### src/rtl/rtp_hp_pkg.sv
// rtp_hp_pkg: shared types and constants for the rtp header parser
// no dependencies; used by every rtl module
package rtp_hp_pkg;

    localparam int unsigned CNT_W = 16;
    localparam logic [CNT_W-1:0] MAX_PACKET_BYTES = 16'd65535;
    localparam logic [CNT_W-1:0] FIXED_LEN = 16'd12;
    localparam logic [1:0] RTP_VERSION = 2'd2;

    // wide enough for fixed header, csrc list and largest extension
    localparam int unsigned OFS_W = 19;

    typedef enum logic [1:0] {
        ST_OK     = 2'd0,
        ST_SHORT  = 2'd1,
        ST_BADVER = 2'd2
    } t_status;

    // header view after the current byte has been taken in
    typedef struct packed {
        logic [CNT_W-1:0] byte_count;
        logic [7:0]       first_byte;
        logic [7:0]       second_byte;
        logic [15:0]      sequence_word;
        logic [31:0]      timestamp_word;
        logic [31:0]      source_word;
        logic [15:0]      extension_words;
    } t_hdr;

    typedef struct packed {
        t_status     status;
        logic [1:0]  version;
        logic        padding_flag;
        logic        extension_flag;
        logic [3:0]  csrc_count;
        logic        marker_flag;
        logic [6:0]  payload_type;
        logic [15:0] sequence_number;
        logic [31:0] timestamp;
        logic [31:0] ssrc;
        logic [15:0] payload_offset;
    } t_result;

endpackage

### src/rtl/rtp_hp_if.sv
// rtp_hp_in_if / rtp_hp_out_if: valid/ready channels of the rtp header parser
// no dependencies; status is carried as plain logic [1:0]
interface rtp_hp_in_if;
    logic       valid;
    logic       ready;
    logic [7:0] data_byte;
    logic       last_byte;

    modport source(output valid, output data_byte, output last_byte, input ready);
    modport sink(input valid, input data_byte, input last_byte, output ready);
endinterface

interface rtp_hp_out_if;
    logic        valid;
    logic        ready;
    logic [1:0]  status;
    logic [1:0]  version;
    logic        padding_flag;
    logic        extension_flag;
    logic [3:0]  csrc_count;
    logic        marker_flag;
    logic [6:0]  payload_type;
    logic [15:0] sequence_number;
    logic [31:0] timestamp;
    logic [31:0] ssrc;
    logic [15:0] payload_offset;

    modport source(
        output valid, input ready,
        output status, output version, output padding_flag, output extension_flag,
        output csrc_count, output marker_flag, output payload_type,
        output sequence_number, output timestamp, output ssrc, output payload_offset
    );
    modport sink(
        input valid, output ready,
        input status, input version, input padding_flag, input extension_flag,
        input csrc_count, input marker_flag, input payload_type,
        input sequence_number, input timestamp, input ssrc, input payload_offset
    );
endinterface

### src/rtl/rtp_hp_capture.sv
// rtp_hp_capture: byte counter and fixed header / extension length capture
// depends on rtp_hp_pkg
module rtp_hp_capture (
    input  logic               i_clk,
    input  logic               i_rst_n,
    input  logic               i_accept,
    input  logic [7:0]         i_data_byte,
    input  logic               i_last_byte,
    output rtp_hp_pkg::t_hdr   o_view
);
    import rtp_hp_pkg::*;

    t_hdr             r_hdr;
    t_hdr             n_view;
    logic [CNT_W-1:0] list_end;
    logic [CNT_W-1:0] pos;

    assign pos      = r_hdr.byte_count;
    assign list_end = FIXED_LEN + CNT_W'({r_hdr.first_byte[3:0], 2'b00});

    always_comb begin
        n_view = r_hdr;
        if (i_accept && (pos < MAX_PACKET_BYTES)) begin
            n_view.byte_count = pos + 1'b1;
            if (pos == 16'd0) begin
                n_view.first_byte = i_data_byte;
            end else if (pos == 16'd1) begin
                n_view.second_byte = i_data_byte;
            end else if (pos < 16'd4) begin
                n_view.sequence_word = {r_hdr.sequence_word[7:0], i_data_byte};
            end else if (pos < 16'd8) begin
                n_view.timestamp_word = {r_hdr.timestamp_word[23:0], i_data_byte};
            end else if (pos < FIXED_LEN) begin
                n_view.source_word = {r_hdr.source_word[23:0], i_data_byte};
            end else if ((pos == list_end + 16'd2) || (pos == list_end + 16'd3)) begin
                n_view.extension_words = {r_hdr.extension_words[7:0], i_data_byte};
            end
        end
    end

    assign o_view = n_view;

    // all state clears once the final byte is taken
    always_ff @(posedge i_clk) begin
        if (!i_rst_n) begin
            r_hdr <= '0;
        end else if (i_accept && i_last_byte) begin
            r_hdr <= '0;
        end else begin
            r_hdr <= n_view;
        end
    end

endmodule

### src/rtl/rtp_hp_check.sv
// rtp_hp_check: length and version checks, payload offset and result fields
// depends on rtp_hp_pkg
module rtp_hp_check (
    input  rtp_hp_pkg::t_hdr    i_view,
    output rtp_hp_pkg::t_result o_result
);
    import rtp_hp_pkg::*;

    logic [OFS_W-1:0] len;
    logic [OFS_W-1:0] list_end;
    logic [OFS_W-1:0] ext_start;
    logic [OFS_W-1:0] ext_end;
    logic [OFS_W-1:0] offset;
    logic [1:0]       ver;
    logic             has_ext;
    t_status          status;

    assign len       = OFS_W'(i_view.byte_count);
    assign ver       = i_view.first_byte[7:6];
    assign has_ext   = i_view.first_byte[4];
    assign list_end  = OFS_W'(FIXED_LEN) + OFS_W'({i_view.first_byte[3:0], 2'b00});
    assign ext_start = list_end + OFS_W'(4);
    assign ext_end   = ext_start + OFS_W'({i_view.extension_words, 2'b00});
    assign offset    = has_ext ? ext_end : list_end;

    always_comb begin
        if (len < OFS_W'(FIXED_LEN)) begin
            status = ST_SHORT;
        end else if (ver != RTP_VERSION) begin
            status = ST_BADVER;
        end else if (len < list_end) begin
            status = ST_SHORT;
        end else if (has_ext && (len < ext_start)) begin
            status = ST_SHORT;
        end else if (has_ext && (len < ext_end)) begin
            status = ST_SHORT;
        end else begin
            status = ST_OK;
        end
    end

    always_comb begin
        o_result        = '0;
        o_result.status = status;
        if (status == ST_BADVER) begin
            o_result.version = ver;
        end
        if (status == ST_OK) begin
            o_result.version         = ver;
            o_result.padding_flag    = i_view.first_byte[5];
            o_result.extension_flag  = has_ext;
            o_result.csrc_count      = i_view.first_byte[3:0];
            o_result.marker_flag     = i_view.second_byte[7];
            o_result.payload_type    = i_view.second_byte[6:0];
            o_result.sequence_number = i_view.sequence_word;
            o_result.timestamp       = i_view.timestamp_word;
            o_result.ssrc            = i_view.source_word;
            o_result.payload_offset  = offset[15:0];
        end
    end

endmodule

### src/rtl/rtp_hp_out.sv
// rtp_hp_out: result register with a skid entry, drives the result channel
// depends on rtp_hp_pkg and rtp_hp_out_if
module rtp_hp_out (
    input  logic                i_clk,
    input  logic                i_rst_n,
    input  logic                i_push,
    input  rtp_hp_pkg::t_result i_result,
    output logic                o_space,
    rtp_hp_out_if.source        o_out
);
    import rtp_hp_pkg::*;

    t_result r_main;
    t_result r_skid;
    logic    r_main_valid;
    logic    r_skid_valid;
    logic    pop;

    assign pop     = r_main_valid && o_out.ready;
    assign o_space = !r_skid_valid;

    always_ff @(posedge i_clk) begin
        if (!i_rst_n) begin
            r_main_valid <= 1'b0;
            r_skid_valid <= 1'b0;
        end else if (!r_main_valid || pop) begin
            r_main_valid <= r_skid_valid || i_push;
            r_skid_valid <= 1'b0;
        end else if (i_push) begin
            r_skid_valid <= 1'b1;
        end
    end

    always_ff @(posedge i_clk) begin
        if (!r_main_valid || pop) begin
            r_main <= r_skid_valid ? r_skid : i_result;
        end else if (i_push) begin
            r_skid <= i_result;
        end
    end

    assign o_out.valid           = r_main_valid;
    assign o_out.status          = r_main.status;
    assign o_out.version         = r_main.version;
    assign o_out.padding_flag    = r_main.padding_flag;
    assign o_out.extension_flag  = r_main.extension_flag;
    assign o_out.csrc_count      = r_main.csrc_count;
    assign o_out.marker_flag     = r_main.marker_flag;
    assign o_out.payload_type    = r_main.payload_type;
    assign o_out.sequence_number = r_main.sequence_number;
    assign o_out.timestamp       = r_main.timestamp;
    assign o_out.ssrc            = r_main.ssrc;
    assign o_out.payload_offset  = r_main.payload_offset;

endmodule

### src/rtl/rtp_header_parser.sv
// rtp_header_parser: rtp fixed header parser, one packet byte per item
// input channel i_in: data_byte in arrival order, last_byte flags the final byte
// result channel o_out: one item per packet, given for the final byte only
// carries status (ok, too short, bad version), the header fields and the
// payload offset; fields other than status are zero unless status is ok,
// except version, which is also given with a bad version
// throughput: one byte per cycle while i_in.ready is high, also across packets
// result path: the final byte's result is registered in the result register,
// or in the skid entry while that register still holds an untaken result;
// the checks work combinationally on the header state plus the current byte
// stall: the result register has a skid entry behind it; bytes keep flowing
// while a result waits, and i_in.ready drops only once the skid entry fills
// (a second finished packet while the first is still not taken)
// reset (i_rst_n low, synchronous): byte count and header state cleared,
// both result entries emptied; no clearing pass, ready again straight away
// the byte counter saturates at the maximum packet length; bytes beyond it
// are not captured and the length is taken as the saturated count
module rtp_header_parser (
    input  logic          i_clk,
    input  logic          i_rst_n,
    rtp_hp_in_if.sink     i_in,
    rtp_hp_out_if.source  o_out
);
    import rtp_hp_pkg::*;

    logic    accept;   // byte taken this cycle
    logic    space;    // output side can take one more result
    logic    push;     // final byte taken, result goes out
    t_hdr    view;     // header state including the current byte
    t_result result;

    assign i_in.ready = space;
    assign accept     = i_in.valid && space;
    assign push       = accept && i_in.last_byte;

    // counter and header capture
    rtp_hp_capture u_capture (
        .i_clk       (i_clk),
        .i_rst_n     (i_rst_n),
        .i_accept    (accept),
        .i_data_byte (i_in.data_byte),
        .i_last_byte (i_in.last_byte),
        .o_view      (view)
    );

    // status decision and payload offset
    rtp_hp_check u_check (
        .i_view   (view),
        .o_result (result)
    );

    // result register plus skid entry
    rtp_hp_out u_out (
        .i_clk    (i_clk),
        .i_rst_n  (i_rst_n),
        .i_push   (push),
        .i_result (result),
        .o_space  (space),
        .o_out    (o_out)
    );

endmodule
### src/flat_wrapper.sv
// flat-port wrapper written by rule: the top's interface ports become plain ports
module rtp_header_parser_flat import rtp_hp_pkg::*;
  (i_clk, i_rst_n, i_in_valid, i_in_data_byte, i_in_last_byte, i_in_ready, o_out_valid, o_out_ready, o_out_status, o_out_version, o_out_padding_flag, o_out_extension_flag, o_out_csrc_count, o_out_marker_flag, o_out_payload_type, o_out_sequence_number, o_out_timestamp, o_out_ssrc, o_out_payload_offset);
  rtp_hp_in_if i_in_i ();
  rtp_hp_out_if o_out_i ();
  input  logic i_clk;
  input  logic i_rst_n;
  input wire logic [$bits(i_in_i.valid)-1:0] i_in_valid;
  input wire logic [$bits(i_in_i.data_byte)-1:0] i_in_data_byte;
  input wire logic [$bits(i_in_i.last_byte)-1:0] i_in_last_byte;
  output wire logic [$bits(i_in_i.ready)-1:0] i_in_ready;
  output wire logic [$bits(o_out_i.valid)-1:0] o_out_valid;
  input wire logic [$bits(o_out_i.ready)-1:0] o_out_ready;
  output wire logic [$bits(o_out_i.status)-1:0] o_out_status;
  output wire logic [$bits(o_out_i.version)-1:0] o_out_version;
  output wire logic [$bits(o_out_i.padding_flag)-1:0] o_out_padding_flag;
  output wire logic [$bits(o_out_i.extension_flag)-1:0] o_out_extension_flag;
  output wire logic [$bits(o_out_i.csrc_count)-1:0] o_out_csrc_count;
  output wire logic [$bits(o_out_i.marker_flag)-1:0] o_out_marker_flag;
  output wire logic [$bits(o_out_i.payload_type)-1:0] o_out_payload_type;
  output wire logic [$bits(o_out_i.sequence_number)-1:0] o_out_sequence_number;
  output wire logic [$bits(o_out_i.timestamp)-1:0] o_out_timestamp;
  output wire logic [$bits(o_out_i.ssrc)-1:0] o_out_ssrc;
  output wire logic [$bits(o_out_i.payload_offset)-1:0] o_out_payload_offset;
  assign i_in_i.valid = i_in_valid;
  assign i_in_i.data_byte = i_in_data_byte;
  assign i_in_i.last_byte = i_in_last_byte;
  assign i_in_ready = i_in_i.ready;
  assign o_out_valid = o_out_i.valid;
  assign o_out_i.ready = o_out_ready;
  assign o_out_status = o_out_i.status;
  assign o_out_version = o_out_i.version;
  assign o_out_padding_flag = o_out_i.padding_flag;
  assign o_out_extension_flag = o_out_i.extension_flag;
  assign o_out_csrc_count = o_out_i.csrc_count;
  assign o_out_marker_flag = o_out_i.marker_flag;
  assign o_out_payload_type = o_out_i.payload_type;
  assign o_out_sequence_number = o_out_i.sequence_number;
  assign o_out_timestamp = o_out_i.timestamp;
  assign o_out_ssrc = o_out_i.ssrc;
  assign o_out_payload_offset = o_out_i.payload_offset;
  rtp_header_parser u_core (.i_clk(i_clk), .i_rst_n(i_rst_n), .i_in(i_in_i), .o_out(o_out_i));
endmodule
### config.mk
export PLATFORM = sky130hd
export DESIGN_NAME = rtp_header_parser_flat
export DESIGN_NICKNAME = d
export VERILOG_FILES = /design/src/rtl/rtp_hp_pkg.sv /design/src/rtl/rtp_hp_if.sv /design/src/rtl/rtp_hp_capture.sv /design/src/rtl/rtp_hp_check.sv /design/src/rtl/rtp_hp_out.sv /design/src/rtl/rtp_header_parser.sv /design/src/flat_wrapper.sv
export SDC_FILE = /design/constraint.sdc
export NUM_CORES = 1
export LEC_CHECK = 0
export ABC_AREA = 1
export BUFFER_PORTS_ARGS = -buffer_cell sky130_fd_sc_hd__buf_4
export CORE_MARGIN = 4
export CORE_UTILIZATION = 41
export CTS_BUF_LIST = sky130_fd_sc_hd__clkbuf_4 sky130_fd_sc_hd__clkbuf_8
export CTS_CLUSTER_SIZE = 40
export DETAILED_ROUTE_END_ITERATION = 16
export GPL_TIMING_DRIVEN = 1
export PLACE_DENSITY_LB_ADDON = 0.1
export SKIP_CTS_REPAIR_TIMING = 1
export SYNTH_ARGS = -nofsm -noshare
export SYNTH_HDL_FRONTEND = slang
export SYNTH_SLANG_ARGS = --single-unit
### constraint.sdc
create_clock -name i_clk -period 16.1 [get_ports i_clk]
set_input_delay 1.61 -clock i_clk [delete_from_list [all_inputs] [get_ports i_clk]]
set_output_delay 1.61 -clock i_clk [all_outputs]
set_load 0.02 [all_outputs]
==> impl_metrics.toml, run 1 <==
[global_routing]
antenna_found_initial = 1
grt.met1_usage = 0.247
grt_pass1_vias = 12900
globalRouteMet3Util = 0.0379
grt_start_max_net_pins = 98
gr-total-overflow = 0
global_route.usage.total = 0.186
global_route.peak_usage_layer = "met2"
grtUsageMet2 = 0.313
grt_pass1_wl_um = 69900

[cells_and_area]
nets = 2154
share_of_cells_above_drive_strength_1 = 0.160
final_cell_area_sq_mm = 0.0200
n_fill_cell = 4174
n_antenna_cell = 0
area_delta_synth_final_pct = 13.8
layout.core_utilization = 0.474

[synthesis]
yosys-top-cells-area = "sky130_fd_sc_hd__edfxtp_1 (38%), sky130_fd_sc_hd__dfxtp_1 (15%), sky130_fd_sc_hd__inv_1 (9.8%)"
synth-warning-count = 0
synth_cell_type_count = 47
synth_common_cells = "sky130_fd_sc_hd__inv_1 (459), sky130_fd_sc_hd__nand2_1 (378), sky130_fd_sc_hd__edfxtp_1 (224)"
synth_sequential_area_ratio = 0.531
synth_top_area_cell = "sky130_fd_sc_hd__edfxtp_1"
synth_area_per_cell_sq_um = 8.80
synth_cells = 1996
ys_seq_elements = 354
syn-cell-area_sq_mm = 0.0176
synth_enable_flop_cells = 224
postSynth.topFlopCell = "sky130_fd_sc_hd__edfxtp_1"
synthDominantCellAreaShare = 0.383
post-synth-top-count-cell = "sky130_fd_sc_hd__inv_1"
synth-async-reset-ratio = 0

[floorplan]
initial_utilization = 0.417
top_level_ports = 129
placementRows = 75
die_h_um = 215
die_width_um = 215
fp.coreArea_sq_mm = 0.0421
fp.dieArea_sq_mm = 0.0462

[power]
p_leak_nw = 10.2
power.density_cell_area_mw_per_mm2 = 104
power.share.clock = 0.407
vdd.ir_drop.worst_v = 0.0000530
p_int_mw = 1.53
share_comb_of_total_power = 0.113
switching_share = 0.264
p_total_mw = 2.08
sequential_power_share = 0.480
p_sw_mw = 0.550

[place]
io_buffer_count = 126
detailedPlacementHpwl_um = 27200
detailed_place.area_sq_mm = 0.0187
final_weighted_congestion_in_routability_driven_placement = 0.867
preCtsSetupSlack_ns = 7.56

[setup_path]
worst_ep_required_time_ns = 16.56
slowest_delay_ns = 0.82
critical_path.endpoint_type = "flop"
critical-path-slowest-cell = "sky130_fd_sc_hd__buf_4"
cp_common_cell = "sky130_fd_sc_hd__nand2_1"
crit_path_max_fanout = 80
worstPathArrival_ns = 8.40
criticalPathCategory = "reg -> reg"
worstSetupStartpointType = "flop"

[cts]
path_clk_slew_ns = 0.06
htree_levels = 2
cts_sinks = 354
tritoncts_clock_tree = "built"
cts_root_buffer = "sky130_fd_sc_hd__clkbuf_8"
cts_buffer_depth = 3
cts_made_buffers = 61
clk-insertion-delay-late_ns = 0.65

[status]
status = "completed"

[timing]
timing.final.crit_period_ns = 7.94
slew_viol_final = 0
worstMarginPinSlew_ns = 1.10
rsz_0062_raised_after_global_routing = "no"
min_period_over_period = 0.493
setup_tns_ns = 0
setup_ws_ns = 8.16
hold_fails_final_rpt = 0
worst_slew_margin_rel = 0.266
setup_viol = 0
clock.fmax_mhz = 126
worst_clock_skew_ns = 0.0274

[routing]
drt_pass1_iterations = 5
routedWlPerCell_um = 16.0
detailedRoute.firstIterationViolations = 796
detailroute.via_count = 12800
drc = 0
total_wirelength_of_the_detailed_routed_design_um = 43100
number_of_antenna_violating_nets_in_the_routed_design = 0
via_per_inst = 4.75

[run]
max_cap_violations = 0

[hold_path]
worstHoldPathType = "reg -> reg"
-- cell families after synthesis --
kind of cell | count (synthesis) | share of synthesized area
and+or+nand+nor | 769 | 0.205
buffers and inverters | 564 | 0.136
DFF | 354 | 0.531
AOI/OAI and AO/OA | 248 | 0.0892
adders and majority gates | 35 | 0.0254
xor gates and xnor gates | 24 | 0.0120
other | 2 | 0.000428
-- cell usage in the layout (no fill, tap or decap), types with 21 or more instances in the layout --
master                       n
sky130_fd_sc_hd__edfxtp_1  224
sky130_fd_sc_hd__nand3_1    35
sky130_fd_sc_hd__o21ai_0   115
sky130_fd_sc_hd__clkbuf_8   70
sky130_fd_sc_hd__o21bai_1   92
sky130_fd_sc_hd__clkbuf_4   31
sky130_fd_sc_hd__buf_4     142
sky130_fd_sc_hd__nand2_1   376
sky130_fd_sc_hd__ha_1       34
sky130_fd_sc_hd__xor2_1     21
sky130_fd_sc_hd__inv_1     459
sky130_fd_sc_hd__dfxtp_1   129
sky130_fd_sc_hd__nor2_1    172
sky130_fd_sc_hd__nand4_1    97
-- sequential cells by signal, summed over array words and instances (netlist names), 2 cells and up --
signal / count
u_core.u_out.o_out.payload_offset: 14
u_core.u_capture.r_hdr: 112
u_core.u_out.r_skid: 112
u_core.u_out.o_out.sequence_number: 16
u_core.u_out.o_out.status: 2
u_core.u_out.o_out.csrc_count: 4
u_core.u_capture.pos: 16
u_core.u_out.o_out.payload_type: 7
u_core.u_out.o_out.version: 2
u_core.u_out.o_out.timestamp: 32
u_core.u_out.o_out.ssrc: 32
-- final timing paths --
check                           cells past startpoint                        from                     endpoint  slack [ns]
worst min-delay path                                2  u_core.u_capture.r_hdr[13]   u_core.u_capture.r_hdr[13]        0.48
worst max register to register                     37   u_core.u_out.r_skid_valid  u_core.u_out.o_out.ssrc[15]        8.16
worst max-delay path                               37   u_core.u_out.r_skid_valid  u_core.u_out.o_out.ssrc[15]        8.16
worst min register to register                      2  u_core.u_capture.r_hdr[13]   u_core.u_capture.r_hdr[13]        0.48
-- cell type report --
type | instances | area, sq um | area share
clock inverter | 12 | 82.6 | 0.00413
timing repair buffer | 142 | 1070 | 0.0534
sequential | 354 | 9330 | 0.467
inverter | 467 | 1760 | 0.0879
multi-input combinational | 1080 | 5870 | 0.294
tap | 539 | 674 | 0.0338
clock buffer | 101 | 1200 | 0.0599
-- metrics by stage --
stage / cells / hold slack [ns]
6_report: 2695 / 0.476
2_1_floorplan: 1998 / 0.455
3_5_place_dp: 2582 / 0.471
3_3_place_gp: 2582 / 0.464
4_1_cts: 2695 / 0.479
5_1_grt: 2695 / 0.521
-- worst max-delay path, delay by kind of cell (launching register included) --
family,cells,cell delay (ns)
adder cells (fa/ha/maj),2,0.57
AO/OA/AOI/OAI,7,1.32
buffers and inverters,7,2.04
flip-flops,1,0.50
AND/OR/NAND/NOR,18,2.34
XOR/XNOR,3,0.89
-- power by group through the flow --
stage	clock network, mW	logic (mW)	registers [mW]
after floorplan	0	0.150	1.04
after CTS	0.882	0.238	1.00
after global routing	0.925	0.260	1.00
after detailed placement	0	0.238	1.02
final	0.849	0.235	1.00
after global placement	0	0.237	1.02
-- metal layers --
| metal | wire length [um] | up-vias | part of all wire |
|---|---|---|---|
| met2 | 20200 | 215 | 0.47 |
| met4 | 1010 | 0 | 0.023 |
| met5 | 0 | - | 0 |
| met3 | 1860 | 70 | 0.043 |
| met1 | 20000 | 5989 | 0.46 |
| li1 | - | 6518 | - |
(Power assumes the default switching activity.)
==> run 2: changes to the inputs <==
Clock period 16.1 ns to 8.1 ns, I/O delays scaled along.
==> run 2 against run 1 <==
- cell count grew 0.15%
- largest power group unchanged
- sequential power grew 99%
- count of clock-buffer cells in the layout shrank 2
- die area is the same
- highest routed layer unchanged
- non-clock buffer count is the same
==> impl_metrics.toml, run 2 (same netlist as run 1, synthesis figures left out) <==
[timing]
timing.final.crit_period_ns = 6.77
setup_tns_ns = 0
worst_clock_skew_ns = 0.0224
worst_slew_margin_rel = 0.311
min_period_over_period = 0.836
clock.fmax_mhz = 148
setup_viol = 0
worstMarginPinSlew_ns = 1.03
hold_fails_final_rpt = 0
rsz_0062_raised_after_global_routing = "no"
hold-worst-slack_ns = 0.488
slew_viol_final = 0

[setup_path]
crit_path_max_fanout = 36
criticalPathCategory = "reg -> reg"
worstSetupStartpoint = "u_core.u_out.r_skid_valid"
slowest_delay_ns = 0.38
worstSetupStartpointType = "flop"
critical-path-slowest-cell = "sky130_fd_sc_hd__inv_1"
worst_r2r_startpoint = "u_core.u_out.r_skid_valid"
worst-path-buf-inv = 4
worstPathArrival_ns = 7.19
worst_path_dominant_cell_family = "simple AND/OR/NAND/NOR gates"
worst_ep_required_time_ns = 8.53
critical_path.endpoint_type = "flop"
cp_common_cell = "sky130_fd_sc_hd__nand2_1"

[cts]
htree_levels = 3
cts_buffer_depth = 3
cts_root_buffer = "sky130_fd_sc_hd__clkbuf_8"
clk-insertion-delay-late_ns = 0.60
path_clk_slew_ns = 0.05
tritoncts_clock_tree = "built"
cts_made_buffers = 66
cts_sinks = 354

[global_routing]
antenna_found_initial = 1
grt_start_max_net_pins = 116
grt_pass1_wl_um = 66800
gr-total-overflow = 0
global_route.usage.total = 0.178
grt_pass1_vias = 12300

[routing]
number_of_antenna_violating_nets_in_the_routed_design = 0
routedWlPerCell_um = 15.4
total_wirelength_of_the_detailed_routed_design_um = 41700
detailedRoute.firstIterationViolations = 892
detailroute.via_count = 12600
via_per_inst = 4.67
drt_pass1_iterations = 5
drc = 0

[cells_and_area]
area_delta_synth_final_pct = 14.3
final_common_cell = "sky130_fd_sc_hd__inv_1"
final_cell_area_sq_mm = 0.0201
n_antenna_cell = 0
layout_common_cells = "sky130_fd_sc_hd__inv_1 (459), sky130_fd_sc_hd__nand2_1 (376), sky130_fd_sc_hd__edfxtp_1 (224)"
layout.core_utilization = 0.476
share_of_cells_above_drive_strength_1 = 0.159
biggestRegsByFlops = "u_core.u_capture.r_hdr x112, u_core.u_out.r_skid x112"
nets = 2159

[power]
power.density_cell_area_mw_per_mm2 = 211
p_total_mw = 4.23
p_leak_nw = 10.2
vdd.ir_drop.worst_v = 0.0000743

[place]
final_weighted_congestion_in_routability_driven_placement = 0.885
detailedPlacementHpwl_um = 26700
detailed_place.area_sq_mm = 0.0187
io_buffer_count = 126

[status]
status = "completed"

[hold_path]
worstHoldPathType = "reg -> reg"
holdCritStartpoint = "u_core.u_capture.r_hdr[13]"

[floorplan]
fp.coreArea_sq_mm = 0.0421
die_h_um = 215
placementRows = 75
top_level_ports = 129
initial_utilization = 0.417
fp.dieArea_sq_mm = 0.0462
die_width_um = 215

[run]
max_cap_violations = 0
-- run 2: cell count changes in the layout (fill, tap and decap cells not counted), sizes merged --
cell      previous run  this run
clkinv              10        13
clkinvlp             0         1
bufinv               1         3
clkbuf             101        99
-- run 2: path summary, 6_finish.rpt --
check | to | depth (start not counted) | slack [ns]
max reg2reg | u_core.u_out.o_out.timestamp[18] | 36 | 1.33
max | u_core.u_out.o_out.timestamp[18] | 36 | 1.33
min | u_core.u_capture.r_hdr[13] | 2 | 0.49
min reg2reg | u_core.u_capture.r_hdr[13] | 2 | 0.49
-- run 2: stage by stage --
step	cells	worst slack [ns]
6_report	2699	1.33
5_1_grt	2699	0.622
4_1_cts	2699	1.32
3_5_place_dp	2582	1.26
3_3_place_gp	2582	1.37
2_1_floorplan	1998	0.436
-- run 2: cell type report --
class | count | area [sq um]
clock buffer | 99 | 1190
clock inverter | 18 | 159
fill | 4095 | 22100
inverter | 467 | 1760
multi-input combinational | 1080 | 5880
sequential | 354 | 9330
tap | 539 | 674
timing repair buffer | 142 | 1080
-- run 2: worst register-to-register path, delay by kind of cell (launching register included) --
kind                     cells  cell delay (ns)
XOR/XNOR                     2             0.49
flip-flops                   1             0.33
buffers and inverters        4             0.99
adder cells (fa/ha/maj)      3             0.88
AND/OR/NAND/NOR             22             3.11
AO/OA/AOI/OAI                5             0.83
-- run 2: per-layer routing --
metal	GRT usage	up-vias	part of all wire
li1	-	6525	-
met5	0	-	0
met2	0.288	204	0.46
met1	0.243	5806	0.47
met3	0.0352	78	0.043
met4	0.0588	0	0.024
-- run 2: where the power goes --
part	switching (mW)	leakage (nW)	internal [mW]
logic	0.335	6.05	0.131
registers	0.0234	3.46	1.96
clock network	0.738	0.716	1.03
total	1.10	10.2	3.13
==> run 3: changes to the inputs <==
Settings changed: ABC_AREA 1 to 0.
Clock period 8.1 ns to 6.45 ns, I/O delays scaled along.
==> run 3 against run 2 <==
- sequential share of layout area increased by 2.2 points
- clock skew increased by 0.018 ns
- non-clock buffer count increased by 113
- critical path depth decreased by 10
- worst hold slack got worse by 0.21 ns
- design area decreased by 4.5%
- flip-flop and latch count unchanged
- highest routed layer unchanged
- fmax increased by 8.4%
- cell count decreased by 21%
- critical path type unchanged
- register-to-register slack got worse by 1.1 ns
- core utilization increased by 4.6 points
- critical endpoint is now u_core.u_out.r_skid[59]
==> impl_metrics.toml, run 3 <==
[timing]
worstMarginPinSlew_ns = 0.974
min_period_over_period = 0.968
clock.fmax_mhz = 160
setup_ws_ns = 0.205
setup_viol = 0
hold_fails_final_rpt = 0
worst_slew_margin_rel = 0.350
setup_tns_ns = 0
slew_viol_final = 0
timing.final.crit_period_ns = 6.25
worst_clock_skew_ns = 0.0407
hold-worst-slack_ns = 0.275

[synthesis]
synth_cell_type_count = 70
synth_enable_flop_cells = 224
syn-cell-area_sq_mm = 0.0153
synth_area_per_cell_sq_um = 11.1
ys_seq_elements = 354
postSynth.topFlopCell = "sky130_fd_sc_hd__edfxtp_1"
synth-warning-count = 0
post-synth-top-count-cell = "sky130_fd_sc_hd__nor2_1"
synth_cells = 1375
synth-async-reset-ratio = 0
synth_common_cells = "sky130_fd_sc_hd__nor2_1 (245), sky130_fd_sc_hd__edfxtp_1 (224), sky130_fd_sc_hd__nand2_1 (152)"
synthDominantCellAreaShare = 0.440
synth_sequential_area_ratio = 0.611
yosys-top-cells-area = "sky130_fd_sc_hd__edfxtp_1 (44%), sky130_fd_sc_hd__dfxtp_1 (17%), sky130_fd_sc_hd__mux2i_1 (7.0%)"
synth_top_area_cell = "sky130_fd_sc_hd__edfxtp_1"

[floorplan]
placementRows = 70
fp.dieArea_sq_mm = 0.0404
die_h_um = 201
die_width_um = 201
top_level_ports = 129
initial_utilization = 0.416
fp.coreArea_sq_mm = 0.0367

[setup_path]
worstPathArrival_ns = 6.64
worstSetupStartpoint = "u_core.u_capture.pos[12]"
crit_path_max_fanout = 7
slowest_delay_ns = 0.55
critical-path-slowest-cell = "sky130_fd_sc_hd__or4_4"
critical_path.endpoint_type = "flop"
worst_r2r_startpoint = "u_core.u_capture.pos[12]"
worstSetupStartpointType = "flop"
criticalPathCategory = "reg -> reg"
worst_ep_required_time_ns = 6.85

[run]
max_cap_violations = 0

[hold_path]
holdCritStartpoint = "i_rst_n"
worstHoldPathType = "in -> reg"

[cells_and_area]
area_delta_synth_final_pct = 25.4
nets = 1660
final_cell_area_sq_mm = 0.0192
n_antenna_cell = 0
share_of_cells_above_drive_strength_1 = 0.245
finalNonFillerCells = 2129
layout_common_cells = "sky130_fd_sc_hd__nor2_1 (241), sky130_fd_sc_hd__buf_4 (232), sky130_fd_sc_hd__edfxtp_1 (224)"
biggestRegsByFlops = "u_core.u_capture.r_hdr x112, u_core.u_out.r_skid x112"
final_common_cell = "sky130_fd_sc_hd__nor2_1"

[global_routing]
antenna_found_initial = 0
global_route.usage.total = 0.195
grt_pass1_wl_um = 63200
gr-total-overflow = 0
grt_pass1_vias = 11000
grt_start_max_net_pins = 126

[place]
preCtsSetupSlack_ns = -0.254
final_weighted_congestion_in_routability_driven_placement = 0.868
place.detailed.instances = 2001
detailed_place.area_sq_mm = 0.0175
detailedPlacementHpwl_um = 25800
io_buffer_count = 126

[cts]
cts_sinks = 354
cts_made_buffers = 58
path_clk_slew_ns = 0.07
tritoncts_clock_tree = "built"
cts_buffer_depth = 3
htree_levels = 2
clk-insertion-delay-late_ns = 0.67
cts_root_buffer = "sky130_fd_sc_hd__clkbuf_8"

[routing]
drt_pass1_iterations = 5
via_per_inst = 5.20
drc = 0
routedWlPerCell_um = 19.2
number_of_antenna_violating_nets_in_the_routed_design = 0
detailroute.via_count = 11100
total_wirelength_of_the_detailed_routed_design_um = 40900
detailedRoute.firstIterationViolations = 715

[power]
vdd.ir_drop.worst_v = 0.000173
power.density_cell_area_mw_per_mm2 = 253
p_leak_nw = 7.32

[status]
status = "completed"
run 3: cell types whose count changed after synthesis, moves of 16 or more:
cell	delta
sky130_fd_sc_hd__nor2_1	+72
sky130_fd_sc_hd__mux2i_1	+107
sky130_fd_sc_hd__inv_1	-437
sky130_fd_sc_hd__clkbuf_1	+16
sky130_fd_sc_hd__nand2_2	-18
sky130_fd_sc_hd__xnor2_1	+18
sky130_fd_sc_hd__nand4_1	-85
sky130_fd_sc_hd__nand3_1	-21
sky130_fd_sc_hd__nor2b_1	+17
sky130_fd_sc_hd__nor2_4	-16
sky130_fd_sc_hd__o21bai_1	-90
sky130_fd_sc_hd__nand2_1	-226
run 3: kinds of logic (layout without fill, tap and decap cells):
logic type,count (synthesis),after routing,synth area share
AO/OA/AOI/OAI,203,203,0.0795
XOR/XNOR,39,39,0.0224
adder cells (fa/ha/maj),35,35,0.0292
buffers and inverters,102,386,0.0265
flip-flops,354,354,0.611
multiplexers,121,121,0.0809
other,2,4,0.000492
AND/OR/NAND/NOR,519,519,0.151
run 3: final cells by class:
class | count | area, sq um
Clock buffer | 84 | 1040
Clock inverter | 25 | 183
Fill cell | 3346 | 17500
Inverter | 22 | 82.6
Multi-Input combinational cell | 921 | 5740
Sequential cell | 354 | 9330
Tap cell | 468 | 586
Timing Repair Buffer | 255 | 2190
run 3: layer usage:
layer | GRT usage | wire, um | vias up
met2 | 0.303 | 18800 | 288
li1 | - | - | 5376
met4 | 0.0474 | 677 | 0
met5 | 0 | 0 | -
met1 | 0.279 | 19300 | 5348
met3 | 0.0428 | 2040 | 51
run 3: through the flow:
| stage | utilization | total power, mW |
|---|---|---|
| detailed placement | 0.477 | 2.82 |
| CTS | 0.510 | 4.89 |
| finish | 0.522 | 4.84 |
| global route | 0.522 | 5.04 |
| global placement | 0.477 | 2.82 |
| floorplan | - | 2.67 |
run 3: worst paths after layout:
path / to / slack, ns / cells after the start
setup reg to reg: u_core.u_out.r_skid[59] / 0.20 / 26
hold / removal: u_core.u_capture.pos[5] / 0.27 / 2
setup / recovery: u_core.u_out.r_skid[59] / 0.20 / 26
hold reg to reg: u_core.u_out.o_out.payload_type[2] / 0.52 / 2
run 3: report_power, final:
group,internal [mW],switching [mW]
Clock,1.13,0.923
Sequential,2.43,0.0170
Combinational,0.138,0.206
run 3: worst max-delay path, delay by kind of cell, from the launching register on:
family	cells	cell delay [ns]
buffers and inverters	4	0.62
AND/OR/NAND/NOR	8	2.07
multiplexers	2	0.66
flip-flops	1	0.31
adder cells (fa/ha/maj)	3	0.86
AO/OA/AOI/OAI	9	1.46
